**src/hdl/ofe_pkg.sv**
```systemverilog
// ofe_pkg: shared types and constants for the opacity fade envelope
// used by ofe_ctrl, ofe_dp and opacity_fade_envelope; no dependencies
`default_nettype none

package ofe_pkg;

  localparam int LEVEL_W = 17;
  localparam int REM_W   = 18;
  localparam int GAP_W   = 17;
  localparam int CFG_W   = 16;
  localparam int DT_W    = 10;
  localparam int QUO_W   = DT_W + 16;
  localparam int CNT_W   = 5;

  localparam logic [LEVEL_W-1:0] FULL_LEVEL = 17'h10000;
  localparam logic [GAP_W-1:0]   GAP_MAX    = 17'h1FFFF;
  localparam logic signed [REM_W:0] REM_MAX = 19'sh0_FFFF + 19'sh1_0000;
  localparam logic signed [REM_W:0] REM_MIN = -19'sh2_0000;
  localparam logic [CNT_W-1:0]   DIV_LAST_CNT = CNT_W'(QUO_W - 1);

  localparam logic [CFG_W-1:0] FADE_TIME_RST = 16'd3000;
  localparam logic [CFG_W-1:0] PULSE_GAP_RST = 16'd10000;
  localparam logic [GAP_W-1:0] GAP_ACC_RST   = 17'd10000;

  localparam logic [1:0] MODE_TICK     = 2'd0;
  localparam logic [1:0] MODE_FADE_IN  = 2'd1;
  localparam logic [1:0] MODE_FADE_OUT = 2'd2;
  localparam logic [1:0] MODE_SET      = 2'd3;

  localparam logic [2:0] REG_FADE_TIME = 3'd0;
  localparam logic [2:0] REG_PULSE_GAP = 3'd1;
  localparam logic [2:0] REG_FLUCT_EN  = 3'd2;
  localparam logic [2:0] REG_PULSE_EN  = 3'd3;
  localparam logic [2:0] REG_RUN_EN    = 3'd4;

  typedef struct packed {
    logic load;
    logic div_step;
    logic apply;
  } ofe_cmd_t;

  typedef struct packed {
    logic tick_in;
    logic div_last;
  } ofe_status_t;

endpackage

`default_nettype wire

```
**src/hdl/ofe_ctrl.sv**
```systemverilog
// ofe_ctrl: sequencing state machine for the opacity fade envelope
// depends on ofe_pkg; drives the datapath ofe_dp through ofe_cmd_t
`default_nettype none

module ofe_ctrl
  import ofe_pkg::*;
(
  input  wire logic        clk,
  input  wire logic        rst,
  input  wire logic        in_valid,
  output logic             in_ready,
  output logic             out_valid,
  input  wire logic        out_ready,
  input  wire ofe_status_t status,
  output ofe_cmd_t         cmd
);

  typedef enum logic [1:0] {S_IDLE, S_DIV, S_APPLY} state_t;

  state_t state;

  always_comb begin
    in_ready     = (state == S_IDLE);
    cmd.load     = in_valid && (state == S_IDLE);
    cmd.div_step = (state == S_DIV);
    cmd.apply    = (state == S_APPLY) && (!out_valid || out_ready);
  end

  always_ff @(posedge clk) begin
    if (rst) begin
      state     <= S_IDLE;
      out_valid <= 1'b0;
    end else begin
      // result slot: set on update, cleared by a transfer
      if (cmd.apply) begin
        out_valid <= 1'b1;
      end else if (out_ready) begin
        out_valid <= 1'b0;
      end
      case (state)
        S_IDLE: begin
          if (cmd.load) begin
            state <= status.tick_in ? S_DIV : S_APPLY;
          end
        end
        S_DIV: begin
          if (status.div_last) begin
            state <= S_APPLY;
          end
        end
        S_APPLY: begin
          if (cmd.apply) begin
            state <= S_IDLE;
          end
        end
        default: begin
          state <= S_IDLE;
        end
      endcase
    end
  end

endmodule

`default_nettype wire

```
**src/hdl/ofe_dp.sv**
```systemverilog
// ofe_dp: datapath of the opacity fade envelope: config registers,
// serial step divider and envelope state update; depends on ofe_pkg
`default_nettype none

module ofe_dp
  import ofe_pkg::*;
(
  input  wire logic               clk,
  input  wire logic               rst,
  input  wire logic               cfg_write,
  input  wire logic [2:0]         cfg_index,
  input  wire logic [CFG_W-1:0]   cfg_data,
  input  wire logic [1:0]         mode,
  input  wire logic [DT_W-1:0]    dt,
  input  wire logic [LEVEL_W-1:0] level,
  input  wire ofe_cmd_t           cmd,
  output ofe_status_t             status,
  output logic [LEVEL_W-1:0]      opacity,
  output logic                    fading_in
);

  // configuration
  logic [CFG_W-1:0] fade_time;
  logic [CFG_W-1:0] pulse_gap;
  logic             fluctuate_enable;
  logic             pulse_enable;
  logic             run_enable;

  // envelope state
  logic [LEVEL_W-1:0]      level_acc;
  logic signed [REM_W-1:0] remaining_time;
  logic [GAP_W-1:0]        gap_acc;
  logic                    rising;

  // latched item
  logic [1:0]         item_mode;
  logic [DT_W-1:0]    item_dt;
  logic [LEVEL_W-1:0] item_level;

  // divider
  logic [QUO_W-1:0] div_q;
  logic [15:0]      div_rem;
  logic [CNT_W-1:0] div_count;
  logic [15:0]      divisor;
  logic [16:0]      rem_shift;
  logic             take;

  logic [LEVEL_W-1:0]      step;
  logic [LEVEL_W:0]        lvl_sum;
  logic [LEVEL_W-1:0]      lvl_up;
  logic [LEVEL_W-1:0]      lvl_dn;
  logic signed [REM_W:0]   rem_up_w;
  logic signed [REM_W:0]   rem_dn_w;
  logic signed [REM_W-1:0] rem_up;
  logic signed [REM_W-1:0] rem_dn;
  logic signed [REM_W-1:0] fade_s;
  logic [GAP_W:0]          gap_sum;
  logic [GAP_W-1:0]        gap_sat;

  logic [LEVEL_W-1:0]      level_acc_next;
  logic signed [REM_W-1:0] remaining_time_next;
  logic [GAP_W-1:0]        gap_acc_next;
  logic                    rising_next;
  logic                    tri_run;

  assign status.tick_in  = (mode == MODE_TICK);
  assign status.div_last = (div_count == '0);
  assign opacity         = level_acc;
  assign fading_in       = rising;

  assign divisor   = (fade_time == '0) ? 16'd1 : fade_time;
  assign rem_shift = {div_rem, div_q[QUO_W-1]};
  assign take      = (rem_shift >= {1'b0, divisor});

  always_comb begin
    step   = (div_q > QUO_W'(FULL_LEVEL)) ? FULL_LEVEL : div_q[LEVEL_W-1:0];
    fade_s = $signed({2'b00, fade_time});

    lvl_sum = {1'b0, level_acc} + {1'b0, step};
    lvl_up  = (lvl_sum > {1'b0, FULL_LEVEL}) ? FULL_LEVEL : lvl_sum[LEVEL_W-1:0];
    lvl_dn  = (level_acc > step) ? (level_acc - step) : '0;

    rem_up_w = {remaining_time[REM_W-1], remaining_time} + $signed({9'b0, item_dt});
    rem_dn_w = {remaining_time[REM_W-1], remaining_time} - $signed({9'b0, item_dt});
    rem_up   = (rem_up_w > REM_MAX) ? REM_MAX[REM_W-1:0] : rem_up_w[REM_W-1:0];
    rem_dn   = (rem_dn_w < REM_MIN) ? REM_MIN[REM_W-1:0] : rem_dn_w[REM_W-1:0];

    gap_sum = {1'b0, gap_acc} + {8'b0, item_dt};
    gap_sat = (gap_sum > {1'b0, GAP_MAX}) ? GAP_MAX : gap_sum[GAP_W-1:0];

    level_acc_next      = level_acc;
    remaining_time_next = remaining_time;
    gap_acc_next        = gap_acc;
    rising_next         = rising;
    tri_run             = 1'b0;

    case (item_mode)
      MODE_TICK: begin
        if (run_enable) begin
          if (pulse_enable) begin
            gap_acc_next = gap_sat;
            tri_run      = (gap_sat > {1'b0, pulse_gap});
          end else if (fluctuate_enable) begin
            tri_run = 1'b1;
          end else if (rising) begin
            if (remaining_time < fade_s) begin
              remaining_time_next = rem_up;
              level_acc_next      = lvl_up;
            end
          end else begin
            if (remaining_time > 0) begin
              remaining_time_next = rem_dn;
              level_acc_next      = lvl_dn;
            end
          end
          if (tri_run) begin
            if (!rising) begin
              remaining_time_next = rem_dn;
              level_acc_next      = lvl_dn;
              // falling ramp ended: turn round, pulse restarts its gap
              if (rem_dn[REM_W-1]) begin
                rising_next = 1'b1;
                if (pulse_enable) begin
                  gap_acc_next = '0;
                end
              end
            end else begin
              remaining_time_next = rem_up;
              level_acc_next      = lvl_up;
              if (rem_up > fade_s) begin
                rising_next = 1'b0;
              end
            end
          end
        end
      end
      MODE_FADE_IN: begin
        rising_next    = 1'b1;
        level_acc_next = '0;
      end
      MODE_FADE_OUT: begin
        rising_next    = 1'b0;
        level_acc_next = FULL_LEVEL;
      end
      MODE_SET: begin
        level_acc_next      = (item_level > FULL_LEVEL) ? FULL_LEVEL : item_level;
        remaining_time_next = fade_s;
      end
      default: begin
        level_acc_next = level_acc;
      end
    endcase
  end

  // item latch and restoring divider, one quotient bit a cycle
  always_ff @(posedge clk) begin
    if (cmd.load) begin
      item_mode  <= mode;
      item_dt    <= dt;
      item_level <= level;
      div_q      <= {dt, 16'b0};
      div_rem    <= '0;
      div_count  <= DIV_LAST_CNT;
    end else if (cmd.div_step) begin
      div_q     <= {div_q[QUO_W-2:0], take};
      div_rem   <= take ? 16'(rem_shift - {1'b0, divisor}) : rem_shift[15:0];
      div_count <= div_count - 1'b1;
    end
  end

  always_ff @(posedge clk) begin
    if (rst) begin
      fade_time        <= FADE_TIME_RST;
      pulse_gap        <= PULSE_GAP_RST;
      fluctuate_enable <= 1'b0;
      pulse_enable     <= 1'b0;
      run_enable       <= 1'b1;
      level_acc        <= FULL_LEVEL;
      remaining_time   <= $signed({2'b00, FADE_TIME_RST});
      gap_acc          <= GAP_ACC_RST;
      rising           <= 1'b0;
    end else if (cmd.apply) begin
      level_acc      <= level_acc_next;
      remaining_time <= remaining_time_next;
      gap_acc        <= gap_acc_next;
      rising         <= rising_next;
    end else if (cfg_write) begin
      case (cfg_index)
        REG_FADE_TIME: begin
          fade_time      <= cfg_data;
          remaining_time <= $signed({2'b00, cfg_data});
        end
        REG_PULSE_GAP: pulse_gap        <= cfg_data;
        REG_FLUCT_EN:  fluctuate_enable <= cfg_data[0];
        REG_PULSE_EN:  pulse_enable     <= cfg_data[0];
        REG_RUN_EN:    run_enable       <= cfg_data[0];
        default: begin
          pulse_gap <= pulse_gap;
        end
      endcase
    end
  end

endmodule

`default_nettype wire

```
**src/hdl/opacity_fade_envelope.sv**
```systemverilog
// opacity_fade_envelope: a tick item goes through the serial step divider, one
// quotient bit a cycle, and then the update; command items go straight to the
// update. one item in flight at a time, the next is taken while the result
// still waits in the output slot.
// rst is synchronous, active high: config and envelope state go to defaults
// depends on ofe_pkg, ofe_ctrl, ofe_dp
`default_nettype none

module opacity_fade_envelope
  import ofe_pkg::*;
(
  input  wire logic               clk,
  input  wire logic               rst,
  // configuration write port
  input  wire logic               cfg_write,
  input  wire logic [2:0]         cfg_index,
  input  wire logic [CFG_W-1:0]   cfg_data,
  // input items
  input  wire logic               in_valid,
  output logic                    in_ready,
  input  wire logic [1:0]         mode,
  input  wire logic [DT_W-1:0]    dt,
  input  wire logic [LEVEL_W-1:0] level,
  // result items
  output logic                    out_valid,
  input  wire logic               out_ready,
  output logic [LEVEL_W-1:0]      opacity,
  output logic                    fading_in
);

  // commands from the sequencer, status back from the datapath
  ofe_cmd_t    cmd;
  ofe_status_t status;

  // the result fields are the envelope state itself: it only changes on an
  // update, which waits until the previous result has had its transfer
  ofe_ctrl u_ctrl (
    .clk       (clk),
    .rst       (rst),
    .in_valid  (in_valid),
    .in_ready  (in_ready),
    .out_valid (out_valid),
    .out_ready (out_ready),
    .status    (status),
    .cmd       (cmd)
  );

  // config registers, step divider and level/time/gap update
  ofe_dp u_dp (
    .clk       (clk),
    .rst       (rst),
    .cfg_write (cfg_write),
    .cfg_index (cfg_index),
    .cfg_data  (cfg_data),
    .mode      (mode),
    .dt        (dt),
    .level     (level),
    .cmd       (cmd),
    .status    (status),
    .opacity   (opacity),
    .fading_in (fading_in)
  );

endmodule

`default_nettype wire

```
**config.mk**
```make
export PLATFORM = sky130hd
export DESIGN_NAME = opacity_fade_envelope
export DESIGN_NICKNAME = d
export VERILOG_FILES = /design/src/hdl/ofe_pkg.sv /design/src/hdl/ofe_ctrl.sv /design/src/hdl/ofe_dp.sv /design/src/hdl/opacity_fade_envelope.sv
export SDC_FILE = /design/constraint.sdc
export NUM_CORES = 1
export LEC_CHECK = 0
export BUFFER_PORTS_ARGS = -buffer_cell sky130_fd_sc_hd__buf_2
export CAP_MARGIN = 20
export CELL_PAD_IN_SITES_DETAIL_PLACEMENT = 1
export CELL_PAD_IN_SITES_GLOBAL_PLACEMENT = 1
export CORE_UTILIZATION = 47
export DETAILED_ROUTE_END_ITERATION = 8
export PLACE_DENSITY_LB_ADDON = 0.3
export SLEW_MARGIN = 20
export SYNTH_ARGS = -nofsm -noshare
export SYNTH_HDL_FRONTEND = slang
export SYNTH_HIERARCHICAL = 1
export SYNTH_SLANG_ARGS = --single-unit
```
**constraint.sdc**
```tcl
create_clock -name clk -period 5.4 [get_ports clk]
set_input_delay 0.81 -clock clk [delete_from_list [all_inputs] [get_ports clk]]
set_output_delay 0.81 -clock clk [all_outputs]
set_load 0.01 [all_outputs]
```
Yosys cells after proc, flatten, opt, wreduce, memory -nomap -nowiden:

Cells that the tools add are included.

* $add $sub $neg: 7
* $lt $le $gt $ge: 12
* equality and inequality tests: 24
* mux-type cells: 54
* bitwise logic cells: 1
* reductions and logical operators: 25

Operators by type and width (count)
* two-way mux 17 bit: 18
* two-way mux 18 bit: 13
* one-hot mux 17 bit (4 select lines): 1
* two-way mux 26 bit: 2
* > comparator 18 x 17 -> 1 bit, second input constant: 2
* one-hot mux 18 bit (2 select lines): 1
* two-way mux 16 bit: 2
* > comparator 26 x 17 -> 1 bit, second input constant: 1
* AND reduction 3 bit: 7
* adder 18 x 11 -> 19 bit: 1
* > comparator 19 x 18 -> 1 bit, second input constant: 1
* less-than comparator 19 x 18 -> 1 bit, second input constant: 1
* subtractor 18 x 11 -> 19 bit: 1
* adder 17 x 10 -> 18 bit: 1
* adder 17 x 17 -> 18 bit: 1
* > comparator 18 x 1 -> 1 bit, second input constant: 1
* > comparator 18 x 17 -> 1 bit: 1
* less-than comparator 18 x 17 -> 1 bit: 1
* greater-or-equal comparator 17 x 16 -> 1 bit: 1
* > comparator 17 x 16 -> 1 bit: 1
* > comparator 17 bit: 1
* > comparator 17 bit, second input constant: 1
* subtractor 17 bit: 1
* logical NOT 16 bit: 1
* 32 further kinds: 61

* register bits: 167
* input bits: 53
* word-level logic and storage cells: 141

Depth between registers and ports, before layout:

* depth in word-level cells: 12
* depth in mapped cells: 22

Hierarchy:

The synthesis kept the hierarchy.

By module, submodules not included
* ofe_dp: instances 1, cells each 1644, area an instance 13172.6 um^2, seq. area each 3673.5 um^2
* ofe_ctrl: instances 1, cells each 17, area an instance 160.2 um^2, seq. area each 60.1 um^2

Worst setup path after synthesis:

Ideal clock, no wire load.

* path kind: reg-to-reg
* start point: register u_dp.item_dt[1]
* end point: register u_dp.level_acc[14], in the netlist u_dp/opacity[14]
* setup time: 91 ps
* arrival: 4645 ps
* slack: 665 ps
* cell stages (with the launch flop): 20
* cell sequence: edfxtp_1 ha_1 a211oi_1 o21ba_2 o21ai_1 o22a_1 nand3_1 clkbuf_1 o21ai_0 ha_1 nand4_1 or4_1 a31o_1 a32oi_1 nor3_1 a211oi_2 or2_1 clkbuf_1 nor2_1 a311oi_1

* longest elaborated chain between the ends: 10
* elaborated cells between the ends (all ways): 15
* classes of those cells: 1 x add/sub; 2 x order compare; 4 x eq/ne; 7 x mux; 1 x reduce/logical

Ends and longest elaborated chain
* from (decl): RTL line ofe_dp.sv:37 `logic [DT_W-1:0] item_dt;`
* from (signal assigned): RTL line ofe_dp.sv:159 `item_dt <= dt;`
* adder 17 x 10 -> 18 bit *: RTL line ofe_dp.sv:88 `gap_sum = {1'b0, gap_acc} + {8'b0, item_dt};`
* > comparator 18 x 17 -> 1 bit: RTL line ofe_dp.sv:89 `gap_sat = (gap_sum > {1'b0, GAP_MAX}) ? GAP_MAX : gap_sum[GAP_W-1:0];`
* two-way mux 17 bit *: RTL line ofe_dp.sv:89
* > comparator 17 x 16 -> 1 bit *: RTL line ofe_dp.sv:102 `tri_run = (gap_sat > {1'b0, pulse_gap});`
* two-way mux 1 bit *: RTL line ofe_dp.sv:100 `if (pulse_enable) begin`
* two-way mux 1 bit *: RTL line ofe_dp.sv:99 `if (run_enable) begin`
* two-way mux 1 bit *: RTL line ofe_dp.sv:97 `case (item_mode)`
* two-way mux 17 bit: RTL line ofe_dp.sv:116 `if (tri_run) begin`
* two-way mux 17 bit: RTL line ofe_dp.sv:99
* one-hot mux 17 bit (4 select lines): RTL line ofe_dp.sv:97
* to (signal assigned): RTL line ofe_dp.sv:183 `level_acc <= level_acc_next;`
* to (decl): RTL line ofe_dp.sv:30 `logic [LEVEL_W-1:0] level_acc;`

Mark *: on every way between the ends. The rest lies on a longest branch, timed or not. The select of a mux whose other input is x is not followed.
A chain may end at the register's enable or synchronous reset.

Worst setup path in the final report:

* start point: register u_dp.item_dt[0]
* end point: register u_dp.remaining_time[16]

* longest elaborated chain between the ends: 11
* elaborated cells between the ends (all ways): 28
* classes of those cells: 3 x add/sub; 4 x order compare; 4 x eq/ne; 16 x mux; 1 x reduce/logical

Ends and longest elaborated chain
* adder 17 x 10 -> 18 bit, or another cell as far along: RTL line ofe_dp.sv:88
* > comparator 18 x 17 -> 1 bit, or another cell as far along: RTL line ofe_dp.sv:89
* two-way mux 17 bit, or another cell as far along: RTL line ofe_dp.sv:89
* > comparator 17 x 16 -> 1 bit, or another cell as far along: RTL line ofe_dp.sv:102
* two-way mux 1 bit / two-way mux 18 bit (equally long branches): RTL line ofe_dp.sv:100, ofe_dp.sv:105
* two-way mux 1 bit / two-way mux 18 bit (equally long branches): RTL line ofe_dp.sv:99, ofe_dp.sv:103
* two-way mux 1 bit / two-way mux 18 bit (equally long branches): RTL line ofe_dp.sv:97, ofe_dp.sv:100
* two-way mux 18 bit: RTL line ofe_dp.sv:116
* two-way mux 18 bit: RTL line ofe_dp.sv:99
* one-hot mux 18 bit (2 select lines): RTL line ofe_dp.sv:97
* two-way mux 18 bit: RTL line ofe_dp.sv:182 `end else if (cmd.apply) begin`
* to (signal assigned): RTL line ofe_dp.sv:179 `remaining_time <= $signed({2'b00, FADE_TIME_RST});`
* to (signal assigned): RTL line ofe_dp.sv:184 `remaining_time <= remaining_time_next;`
* to (signal assigned): RTL line ofe_dp.sv:191 `remaining_time <= $signed({2'b00, cfg_data});`
* to (decl): RTL line ofe_dp.sv:31 `logic signed [REM_W-1:0] remaining_time;`

Several ways; a longest one is shown, not always the timed one. The select of a mux whose other input is x is not followed.

==> impl_metrics.py <==
metrics = {
    "grt": {
        "grtUsageMet2": 0.565,
        "grt_first_pass_wirelength_mm": 75.6,
        "met3_usage": 0.0623,
        "antenna_found_initial": 0,
        "grt_start_max_net_pins": 77,
        "grt_pass1_vias": 13300,
        "busiest_layer": "met2",
        "grt_use_met1": 0.436,
        "overflow": 0,
        "grt_use_total": 0.341,
    },
    "power": {
        "p_leak_uw": 0.00643,
        "power_frac_comb": 0.318,
        "netSwitchingPower_uw": 1490,
        "power_density_nw_per_um2": 276,
        "pwr-share-seq": 0.355,
        "peakVddDrop_mv": 0.219,
        "p_total_uw": 4070,
        "p_int_uw": 2580,
        "switching_share": 0.367,
        "p_clk_frac": 0.327,
    },
    "sta": {
        "maxSlewHeadroom": 0.316,
        "finClkSkew_ns": 0.0160,
        "fin_ws_ns": 0.225,
        "final-max-slew-violation-count": 0,
        "clock.fmax_mhz": 193,
        "hold_ws_ns": 0.462,
        "min_period_over_period": 0.958,
        "worst_pin_slew_ns": 1.02,
        "hold_violations": 0,
        "setup_viol": 0,
        "fin_crit_ns": 5.18,
    },
    "die": {
        "die_y_um": 170,
        "die_w_um": 170,
        "core_um2": 27900,
        "dieArea_um2": 29000,
        "io_pins": 73,
        "rows": 61,
        "start_util": 0.479,
    },
    "final_layout": {
        "nNetsFinal": 1891,
        "final_layout_size_suffix_gt1_frac": 0.100,
        "final.fill_count": 3406,
        "regArea_um2": 3730,
        "multi_input_area_um2": 8870,
        "n_antenna_cell": 0,
        "syn_to_final_growth_pct": 10.7,
        "final_cell_mix": "nand2_1, nor2_1, ha_1",
        "utilization": 0.530,
        "final_cell_area_um2": 14800,
        "layout_commonest_cell": "nand2_1",
    },
    "clocking": {
        "numCtsBuffers": 17,
        "htree_num_levels": 4,
        "cts.clk_slew.worst_paths_ns": 0.08,
        "tritoncts": "built",
        "cts_root_buf": "clkbuf_16",
        "cts_sinks": 167,
        "clock_latency_ns": 0.46,
        "clockBufferDepth": 2,
        "post_cts_buffers": 0,
    },
    "routing": {
        "firstDrtPassIters": 5,
        "drtIter0Drc": 1111,
        "wl_mm": 49.1,
        "vias": 13200,
        "postRouteAntennaNets": 0,
        "post_drt_wl_per_cell_um": 23.5,
        "drc": 0,
        "drt-vias-per-instance": 6.33,
    },
    "flow_run": {
        "drv_cap": 0,
    },
    "place": {
        "routabilityCongestion": 0.932,
        "place_area_um2": 14100,
        "dp_slack_ns": 0.0563,
        "dp_hpwl_mm": 37.1,
        "io_buffer_count": 72,
    },
    "synth": {
        "synthArstFlopShare": 0,
        "synth_edf_count": 39,
        "synth_flop_cell": "dfxtp_1",
        "syn-mean-instance-area_um2": 8.03,
        "synth_fp_nets": 1853,
        "ys_types": 94,
        "syn_area_um2": 13300,
        "ys_seq_area_frac": 0.280,
        "syn_inst": 1661,
        "synth-seq-cells": 167,
        "yosysWarnings": 6,
    },
    "hold_path": {
        "min_from": "u_dp/pulse_gap[3]",
        "min_path_type": "reg -> reg",
    },
    "critical_path": {
        "cp.required_ns": 5.77,
        "crit_fanout": 5,
        "path_class": "reg -> reg",
        "worstPathArrival_ns": 5.54,
        "crit_start": "u_dp/item_dt[0]",
        "start_kind": "flop",
        "cp-end-kind": "flop",
        "r2r_start": "u_dp/item_dt[0]",
    },
    "status": {
        "status": "finished, final reports clean",
    },
}
## cell families after synthesis
kind of cell    share of synthesized area
fa+ha+maj                           0.134
flops                               0.280
compound gates                      0.246
simple gates                        0.214
buf+inv                            0.0617
xor+xnor                           0.0355
mux                                0.0288
## sequential cells by signal, indices dropped and copies added, names as in the netlist, 2 cells and up
register             cells
u_dp/fade_time          16
u_dp/gap_acc            17
u_dp/div_rem            16
u_dp/remaining_time     18
u_ctrl/state             2
u_dp/div_q              26
u_dp/item_dt            10
u_dp/item_level         17
u_dp/div_count           5
u_dp/item_mode           2
u_dp/opacity            17
u_dp/pulse_gap          16
## path summary, 6_finish.rpt
| check | end | slack (ns) | cells past startpoint |
|---|---|---|---|
| hold / removal | u_dp/pulse_gap[3] | 0.46 | 2 |
| setup / recovery | u_dp/remaining_time[16] | 0.22 | 21 |
| hold reg to reg | u_dp/pulse_gap[3] | 0.46 | 2 |
| setup reg to reg | u_dp/remaining_time[16] | 0.22 | 21 |
## critical path, stage by stage (launching register included)
cell and delay (ns):
edfxtp_1 0.39, ha_1 0.23, inv_1 0.07, fa_1 0.40
nor2b_2 0.19, o311ai_1 0.17, a21boi_1 0.28, nor2_2 0.09
nor2_1 0.13, xnor2_1 0.13, nand2_1 0.09, ha_1 0.30
nand4_1 0.13, or4_1 0.56, a31o_1 0.21, a32oi_1 0.22
nor3_1 0.08, buf_4 0.17, a211oi_4 0.35, o22ai_4 0.18
or4_1 0.55, a21oi_1 0.17
## per-stage QoR
stage,instances,setup TNS [ns]
6_report,2090,0
5_1_grt,2090,-0.0939
4_1_cts,2089,0
3_5_place_dp,2057,0
3_3_place_gp,2057,0
2_1_floorplan,1661,0
## synth_stat cells (6+ instances only)
cell | number | area share
nand2_1 | 179 | 0.050
nor2_1 | 135 | 0.038
ha_1 | 133 | 0.12
inv_1 | 132 | 0.037
dfxtp_1 | 128 | 0.19
a21oi_1 | 104 | 0.039
o21ai_0 | 69 | 0.026
clkbuf_1 | 63 | 0.018
nor3_1 | 40 | 0.015
xnor2_1 | 40 | 0.026
edfxtp_1 | 39 | 0.088
nor2b_1 | 37 | 0.017
mux2i_1 | 35 | 0.026
nand3_1 | 35 | 0.013
a211oi_1 | 34 | 0.019
a21o_1 | 30 | 0.017
nor4_1 | 25 | 0.012
o211ai_1 | 25 | 0.014
a221oi_1 | 21 | 0.014
nand4_1 | 20 | 0.0094
o21a_1 | 20 | 0.011
nand2b_1 | 19 | 0.0089
a31oi_1 | 15 | 0.0070
and3_1 | 15 | 0.0070
o31ai_1 | 15 | 0.0084
nor3b_1 | 14 | 0.0079
xor2_1 | 14 | 0.0092
a22o_1 | 13 | 0.0085
or3_1 | 13 | 0.0061
o21bai_1 | 11 | 0.0062
or2_2 | 11 | 0.0052
a311oi_1 | 10 | 0.0066
o22ai_1 | 10 | 0.0047
and2_1 | 9 | 0.0042
buf_2 | 9 | 0.0034
a221o_1 | 8 | 0.0060
nand3b_1 | 8 | 0.0045
o211a_1 | 7 | 0.0053
fa_1 | 6 | 0.0090
## power by group through the flow
stage	registers (µW)	logic, µW	clock network (µW)
final	1450	1300	1330
after detailed placement	1470	1240	0
after global placement	1470	1190	0
after global routing	1450	1400	1390
after floorplan	1440	871	0
after CTS	1440	1250	1350
## timing repair
action,in CTS,in global routing
hold buffers,0,0
pin swaps,0,2
gates cloned,0,1
gates resized for setup,1,12
setup endpoints to repair,3,35
## area by class of cell
type,count,share of cell area
Clock buffer,17,0.0288
Clock inverter,15,0.0130
Inverter,134,0.0341
Multi-Input combinational cell,1283,0.601
Sequential cell,167,0.253
Tap cell,378,0.0321
Timing Repair Buffer,96,0.0375
## per-layer routing
layer | up-vias | part of all wire
met5 | - | 0
met4 | 0 | 0.035
met3 | 113 | 0.063
met2 | 452 | 0.47
met1 | 6560 | 0.44
li1 | 6109 | -
Power figures use the tool's default switching activity.
